==> src/rtl/core/uam_pkg.sv <==
// Shared constants and types for the unsorted array max queue.
package uam_pkg;

	localparam int DEPTH = 64;
	localparam int AW    = $clog2(DEPTH);
	localparam int CW    = $clog2(DEPTH + 1);
	localparam int VW    = 32;
	localparam int CAPW  = 7;

	localparam logic FUNC_ADD = 1'b0;
	localparam logic FUNC_REM = 1'b1;

	localparam logic [1:0] ST_DONE  = 2'd0;
	localparam logic [1:0] ST_FULL  = 2'd1;
	localparam logic [1:0] ST_EMPTY = 2'd2;

	typedef enum logic [2:0] {
		S_IDLE  = 3'b001,
		S_SCAN  = 3'b010,
		S_SHIFT = 3'b100
	} state_t;

endpackage

==> src/rtl/core/unsorted_array_max_queue.sv <==
// Top level: bounded insertion-order store with remove-max and running minimum.
//
//  channel  | handshake              | payload
//  ---------+------------------------+--------------------------------------
//  request  | start, busy            | func, value
//  result   | done (1-cycle strobe)  | status, removed_value, count, min_value
//  config   | cfg_valid, cfg_ready   | cfg_data (capacity)
//
// Add, refused add and remove on empty finish from idle: done rises in the cycle after
// the accept. Remove-max makes one pass over the array to find the max, then a second
// from its position shifting later entries down; done rises when the shift pass ends.
// Reset clears count, capacity (to 64) and control; array contents are not cleared.
// The result strobe cannot be held off; the next request may start in the done cycle.
module unsorted_array_max_queue (
	input  logic                      clk,
	input  logic                      arst_n,
	input  logic                      start,
	output logic                      busy,
	input  logic                      func,
	input  logic [uam_pkg::VW-1:0]    value,
	input  logic                      cfg_valid,
	output logic                      cfg_ready,
	input  logic [uam_pkg::CAPW-1:0]  cfg_data,
	output logic                      done,
	output logic [1:0]                status,
	output logic [uam_pkg::VW-1:0]    removed_value,
	output logic [uam_pkg::CW-1:0]    count,
	output logic [uam_pkg::VW-1:0]    min_value
);
	import uam_pkg::*;

	state_t          state_q;
	logic [CW-1:0]   cnt_q;
	logic [CAPW-1:0] cap_q;
	logic [VW-1:0]   min_q;

	logic [VW-1:0]   mem [DEPTH];
	logic [VW-1:0]   rdata_s1;
	logic            rv_s1;
	logic [AW-1:0]   ri_s1;

	logic [CW-1:0]   iss_q;
	logic [VW-1:0]   best_q;
	logic [AW-1:0]   pos_q;
	logic [VW-1:0]   run_min_q;
	logic [VW-1:0]   pre_min_q;
	logic            pre_has_q;
	logic [VW-1:0]   post_min_q;
	logic            post_has_q;

	logic            done_q;
	logic [1:0]      status_q;
	logic [VW-1:0]   removed_q;
	logic [VW-1:0]   min_out_q;

	logic            accept;
	logic            full;
	logic [CW-1:0]   eff_cap;
	logic            issuing;
	logic            first;
	logic            take;
	logic            last;
	logic [AW-1:0]   pos_next;
	logic            we;
	logic [AW-1:0]   waddr;
	logic [VW-1:0]   wdata;
	logic [VW-1:0]   add_min;
	logic [VW-1:0]   fin_min;
	logic            shift_end;

	assign busy      = (state_q != S_IDLE);
	assign cfg_ready = !busy;
	assign accept    = start && !busy;

	assign eff_cap = (CW'(cap_q) > CW'(DEPTH)) ? CW'(DEPTH) : CW'(cap_q);
	assign full    = (cnt_q >= eff_cap);

	assign issuing = (state_q == S_SCAN || state_q == S_SHIFT) && (iss_q < cnt_q);

	// scan compare: earliest largest wins, so only a strictly greater entry replaces
	assign first    = (ri_s1 == '0);
	assign take     = first || ($signed(rdata_s1) > $signed(best_q));
	assign last     = ({1'b0, ri_s1} == CW'(cnt_q - CW'(1)));
	assign pos_next = take ? ri_s1 : pos_q;

	assign add_min = (cnt_q == '0 || $signed(value) < $signed(min_q)) ? value : min_q;

	assign shift_end = (state_q == S_SHIFT) && !issuing && !rv_s1;

	// min of what is left: entries before the max plus entries after it
	always_comb begin
		if (pre_has_q && post_has_q) begin
			fin_min = ($signed(pre_min_q) < $signed(post_min_q)) ? pre_min_q : post_min_q;
		end else if (pre_has_q) begin
			fin_min = pre_min_q;
		end else if (post_has_q) begin
			fin_min = post_min_q;
		end else begin
			fin_min = '0;
		end
	end

	always_comb begin
		we    = 1'b0;
		waddr = cnt_q[AW-1:0];
		wdata = value;
		if (state_q == S_IDLE) begin
			we = accept && (func == FUNC_ADD) && !full;
		end else if (state_q == S_SHIFT && rv_s1) begin
			we    = 1'b1;
			waddr = ri_s1 - AW'(1);
			wdata = rdata_s1;
		end
	end

	always_ff @(posedge clk) begin
		if (we) begin
			mem[waddr] <= wdata;
		end
		rdata_s1 <= mem[iss_q[AW-1:0]];
	end

	always_ff @(posedge clk or negedge arst_n) begin
		if (!arst_n) begin
			cap_q <= CAPW'(DEPTH);
		end else if (cfg_valid && cfg_ready) begin
			cap_q <= cfg_data;
		end
	end

	// scan and shift datapath plus result registers, no reset needed
	always_ff @(posedge clk) begin
		ri_s1 <= iss_q[AW-1:0];
		if (state_q == S_SCAN && rv_s1) begin
			if (take) begin
				best_q    <= rdata_s1;
				pos_q     <= ri_s1;
				pre_min_q <= run_min_q;
			end
			if (first || $signed(rdata_s1) < $signed(run_min_q)) begin
				run_min_q <= rdata_s1;
			end
		end
		if (state_q == S_SHIFT && rv_s1) begin
			if (!post_has_q || $signed(rdata_s1) < $signed(post_min_q)) begin
				post_min_q <= rdata_s1;
			end
		end
		removed_q <= '0;
		min_out_q <= min_q;
		status_q  <= ST_DONE;
		if (state_q == S_IDLE && accept) begin
			if (func == FUNC_ADD) begin
				status_q <= full ? ST_FULL : ST_DONE;
				if (!full) begin
					min_out_q <= add_min;
				end
			end else if (cnt_q == '0) begin
				status_q  <= ST_EMPTY;
				min_out_q <= '0;
			end
		end
		if (shift_end) begin
			removed_q <= best_q;
			min_out_q <= fin_min;
		end
	end

	always_ff @(posedge clk or negedge arst_n) begin
		if (!arst_n) begin
			state_q    <= S_IDLE;
			cnt_q      <= '0;
			min_q      <= '0;
			iss_q      <= '0;
			rv_s1      <= 1'b0;
			pre_has_q  <= 1'b0;
			post_has_q <= 1'b0;
			done_q     <= 1'b0;
		end else begin
			done_q <= 1'b0;
			rv_s1  <= issuing;
			if (issuing) begin
				iss_q <= iss_q + CW'(1);
			end
			unique case (state_q)
				S_IDLE: begin
					if (accept) begin
						if (func == FUNC_ADD) begin
							done_q <= 1'b1;
							if (!full) begin
								cnt_q <= cnt_q + CW'(1);
								min_q <= add_min;
							end
						end else if (cnt_q == '0) begin
							done_q <= 1'b1;
						end else begin
							state_q <= S_SCAN;
							iss_q   <= '0;
						end
					end
				end
				S_SCAN: begin
					if (rv_s1) begin
						if (take) begin
							pre_has_q <= !first;
						end
						if (last) begin
							state_q    <= S_SHIFT;
							iss_q      <= CW'({1'b0, pos_next}) + CW'(1);
							post_has_q <= 1'b0;
						end
					end
				end
				S_SHIFT: begin
					if (rv_s1) begin
						post_has_q <= 1'b1;
					end
					if (shift_end) begin
						state_q <= S_IDLE;
						cnt_q   <= cnt_q - CW'(1);
						min_q   <= fin_min;
						done_q  <= 1'b1;
					end
				end
				default: begin
					state_q <= S_IDLE;
				end
			endcase
		end
	end

	assign done          = done_q;
	assign status        = status_q;
	assign removed_value = removed_q;
	assign count         = cnt_q;
	assign min_value     = min_out_q;

endmodule

==> config.mk <==
export PLATFORM = sky130hd
export DESIGN_NAME = unsorted_array_max_queue
export DESIGN_NICKNAME = d
export VERILOG_FILES = /design/src/rtl/core/uam_pkg.sv /design/src/rtl/core/unsorted_array_max_queue.sv
export SDC_FILE = /design/constraint.sdc
export NUM_CORES = 2
export LEC_CHECK = 0
export ABC_AREA = 1
export BUFFER_PORTS_ARGS = -buffer_cell sky130_fd_sc_hd__buf_2
export CORE_MARGIN = 2
export CORE_UTILIZATION = 35
export DETAILED_ROUTE_END_ITERATION = 6
export PLACE_DENSITY_LB_ADDON = 0.12
export SLEW_MARGIN = 20
export SYNTH_ARGS = -nofsm -noshare
export SYNTH_HDL_FRONTEND = slang
export SYNTH_SLANG_ARGS = --single-unit
==> constraint.sdc <==
create_clock -name clk -period 14.2 [get_ports clk]
set_input_delay 0 -clock clk [delete_from_list [all_inputs] [get_ports clk]]
set_output_delay 0 -clock clk [all_outputs]
set_load 0.005 [all_outputs]
==> Flow_metrics.wiki <==
{| class="wikitable"
! Metric !! Value
|-
| Effective utilization at floorplan || 0.352
|-
| Filler Cells Inserted || 25600
|-
| CTS buffer count || 269
|-
| TritonCTS clock tree || built
|-
| Startpoint class of the critical path || flop
|-
| Setup repair bufs after CTS || 0
|-
| Final TNS setup || 0 ps
|-
| Layout Cell Area excl Fill || 0.111 mm2
|-
| Number of warnings issued by yosys || 0
|-
| Core area || 0.274 mm2
|-
| Post-Syn Instances || 7971
|-
| Syn-to-layout area delta || 15.3%
|-
| Number of input and output port buffers inserted || 119
|-
| Area taken by multi-input logic gates || 0.0248 mm2
|-
| DIE AREA || 0.279 mm2
|-
| Post-synth cell types || 48
|-
| Final routed wirelength across all metal layers || 342000 um
|-
| Placed inst area || 0.102 mm2
|-
| Final setup violation count || 0
|-
| Number of non-filler instances in the completed layout || 11900
|-
| Number of instances in the placed design || 11300
|-
| Delay of the slowest critical-path stage || 1100 ps
|-
| Clock latency of the later-clocked register in the worst-skew pair || 870 ps
|-
| Number of global-route vias before repair || 62700
|-
| Fraction of the cycle the final worst path needs || 0.370
|-
| Number of buffers added to fix hold violations after cts || 59
|-
| Peak Freq || 0.190 GHz
|-
| Via density || 5.58
|-
| Run status || finished, violations left
|-
| Remaining DRCs || 1
|-
| Global router's overall resource usage || 0.239
|-
| Clock-pin slew reported for the worst setup and hold paths after clock tree synthesis || 60 ps
|-
| Initial antenna violation count || 31
|-
| Critical path's slowest cell || nor2_4
|-
| Ratio of cells with drive above 1 in the final layout || 0.0972
|-
| Max-cap violation count || 0
|-
| Violations in the final reports || design-rule violations
|-
| Critical path class || flop to flop
|-
| Drt first pass iters || 7
|-
| CP max FO || 42
|-
| Total congestion overflow || 0
|-
| Height of the die || 529 um
|-
| CTS H-Tree Depth || 5
|-
| IO Pins || 120
|-
| Clock tree root driver cell || clkbuf_16
|-
| FF/Latch Area || 0.0691 mm2
|-
| Hold Crit Class || input port to flop
|-
| Number of clock sinks || 2346
|-
| Final max-slew violation count || 0
|-
| Number of synthesized register bits || 2346
|-
| First-pass GRT wire length || 483000 um
|-
| Slew at the pin closest to its max-slew limit || 1200 ps
|-
| Count of routing violations after the opening detailed-route iteration || 8289
|-
| Areal power density over the cells || 130 mW/mm2
|-
| Post-synthesis average cell area || 12.1 um2
|-
| HPWL reported at the end of detailed placement || 210000 um
|-
| Kind of end point of the critical path || flop
|-
| Maximum clock insertion buffer count || 4
|-
| CP arrival || 5690 ps
|-
| Leakage Power || 37.3 nW
|-
| Routed via count || 66400
|-
| Antenna violation net count after detailed routing || 0
|-
| Wire per inst || 28.8 um
|-
| Unrepaired setup endpoints after global routing || false
|-
| Worst EP required || 14630 ps
|-
| Last weighted congestion value of the routability-driven placer || 0.871
|-
| Number of nets in the synthesized netlist || 8189
|-
| Final #Nets || 8316
|-
| Sequential share of the synthesized area || 0.718
|-
| Cell area after synthesis || 0.0963 mm2
|-
| # rows || 192
|-
| Clock Skews || 65.2 ps
|-
| Crit-path cells || nor3_4 -> inv_2 -> nor2_4 -> buf_4 -> inv_2 -> nand2_1 -> o21ai_1 -> inv_1 -> nor2_1 -> inv_1 -> nor2_1 -> nand2_1 -> nor2_4
|-
| Worst slew margin relative to its limit || 0.197
|-
| Maximum number of pins on one net before global-route repair || 169
|-
| Number of gates resized after CTS || 0
|-
| Die width || 529 um
|-
| Time the final worst path needs with I/O delays and setup || 5250 ps
|-
| Max rail drop VDD || 83.9 uV
|-
| Final Hold Vio Count || 0
|}
-- routing by layer --
metal  GRT usage  vias to the layer above  wire length, um
li1            -                    29400                -
met1       0.346                    33800           151000
met2       0.367                     2763           153000
met3      0.0404                      415            27300
met4      0.0698                        2            10500
met5           0                        -               14
-- flip-flops by register name (all words and copies together), names as in the netlist, 2 cells and up --
signal and count:
state_q 3, iss_q 7, removed_value 32, run_min_q 32
post_min_q 32, mem 2048, best_q 32, min_value 32
status 2, ri_s1 6, pos_q 6, pre_min_q 32
rdata_s1 32, cap_q 7, count 7, min_q 32
-- per-stage QoR --
stage,worst slack [ps],total power [W],utilization,hold WS (ps)
final,8950,0.0145,0.406,129
after global routing,8740,0.0149,0.406,132
after CTS,8830,0.0146,0.405,80.6
after detailed placement,8830,0.00789,0.372,250
after global placement,8830,0.00789,0.370,242
after floorplan,7520,0.00775,-,-296
-- path summary, 6_finish.rpt --
| kind | slack (ps) | startpoint | to | cells past startpoint |
|---|---|---|---|---|
| setup / recovery | 8950 | state_q[0]$_DFFE_PN1P_ | mem[5][16]$_DFFE_PP_ | 13 |
| hold / removal | 130 | func | state_q[1]$_DFFE_PN0P_ | 4 |
| setup reg to reg | 8950 | state_q[0]$_DFFE_PN1P_ | mem[5][16]$_DFFE_PP_ | 13 |
| hold reg to reg | 440 | run_min_q[15]$_DFFE_PP_ | pre_min_q[15]$_DFFE_PP_ | 0 |
| max in group asynchronous | 12960 | arst_n | iss_q[2]$_DFF_PN0_ | 4 |
| min in group asynchronous | 460 | arst_n | min_q[31]$_DFFE_PN0P_ | 4 |
-- synth_stat cells, drive strengths merged --
master  number  area (um2)
ha         174        2180
clkinv       1        3.75
nor3        15         101
dfxtp      104        2080
xnor2        4        35.0
o211ai      36         270
buf        121         596
a211oi       5        37.5
nor3b        1        7.51
o32ai       45         394
a21boi       1        7.51
edfxtp    2182       65500
mux2         6        67.6
nor4         4        25.0
o31ai        4        30.0
clkbuf     389        1460
nand3      208        1060
a21o         4        30.0
and2         3        18.8
nor4b        2        23.8
o21ai     1384        6930
inv        252         946
dfrtp       58        1450
or2          1        6.26
dfstp        2        52.6
a31oi        2        12.5
o21bai       1        7.51
nand3b       2        15.0
nand4       17         106
o21a         4        30.0
nor2      1555        5850
o22ai      628        3930
nand2      646        2430
a21oi       97         489
xor2        13         114
-- cell type report --
type                            count  area share
Antenna cell                        8    0.000180
Clock buffer                      343      0.0651
Clock inverter                    123     0.00973
Inverter                          253     0.00878
Multi-Input combinational cell   4862       0.224
Sequential cell                  2346       0.622
Tap cell                         3589      0.0404
Timing Repair Buffer              366      0.0296
-- worst max-delay path: cells and delay by family (launching register included) --
family                 cells  cell delay [ps]
AO/OA/AOI/OAI              1              290
AND/OR/NAND/NOR            7             2150
buffers and inverters      5             1760
flip-flops                 1              550
-- power by group --
group / leakage [nW] / internal (W) / switching (W)
Clock: 4.06 / 0.00390 / 0.00281
Sequential: 21.2 / 0.00754 / 0
Combinational: 12.1 / 0.0000272 / 0.000185
Total: 37.3 / 0.0115 / 0.00300
-- cells in the final DEF, fill, tap and decap left out, types with 36 or more instances in the layout --
cell,instances
dfrtp_1,52
o21ai_0,1361
o211ai_1,36
nor2_1,1486
buf_12,41
nand2_1,614
ha_1,174
dfxtp_1,104
nand3_1,205
clkbuf_1,61
edfxtp_1,2182
a21oi_1,96
clkinv_2,38
buf_4,138
o32ai_1,40
clkbuf_16,277
o22ai_1,628
buf_2,119
nor2_4,66
inv_1,237
clkinv_1,55
dlygate4sd3_1,59
-- cell families (layout without fill, tap and decap cells) --
| family | after synthesis | in the layout | share of synthesized area |
|---|---|---|---|
| mux | 6 | 6 | 0.000701 |
| compound gates | 2211 | 2211 | 0.126 |
| flops | 2346 | 2346 | 0.718 |
| other cells | 0 | 8 | 0 |
| buf+inv | 763 | 1085 | 0.0312 |
| fa+ha+maj | 174 | 174 | 0.0226 |
| simple gates | 2454 | 2454 | 0.100 |
| xor+xnor | 17 | 17 | 0.00155 |
(Power assumes the default switching activity.)
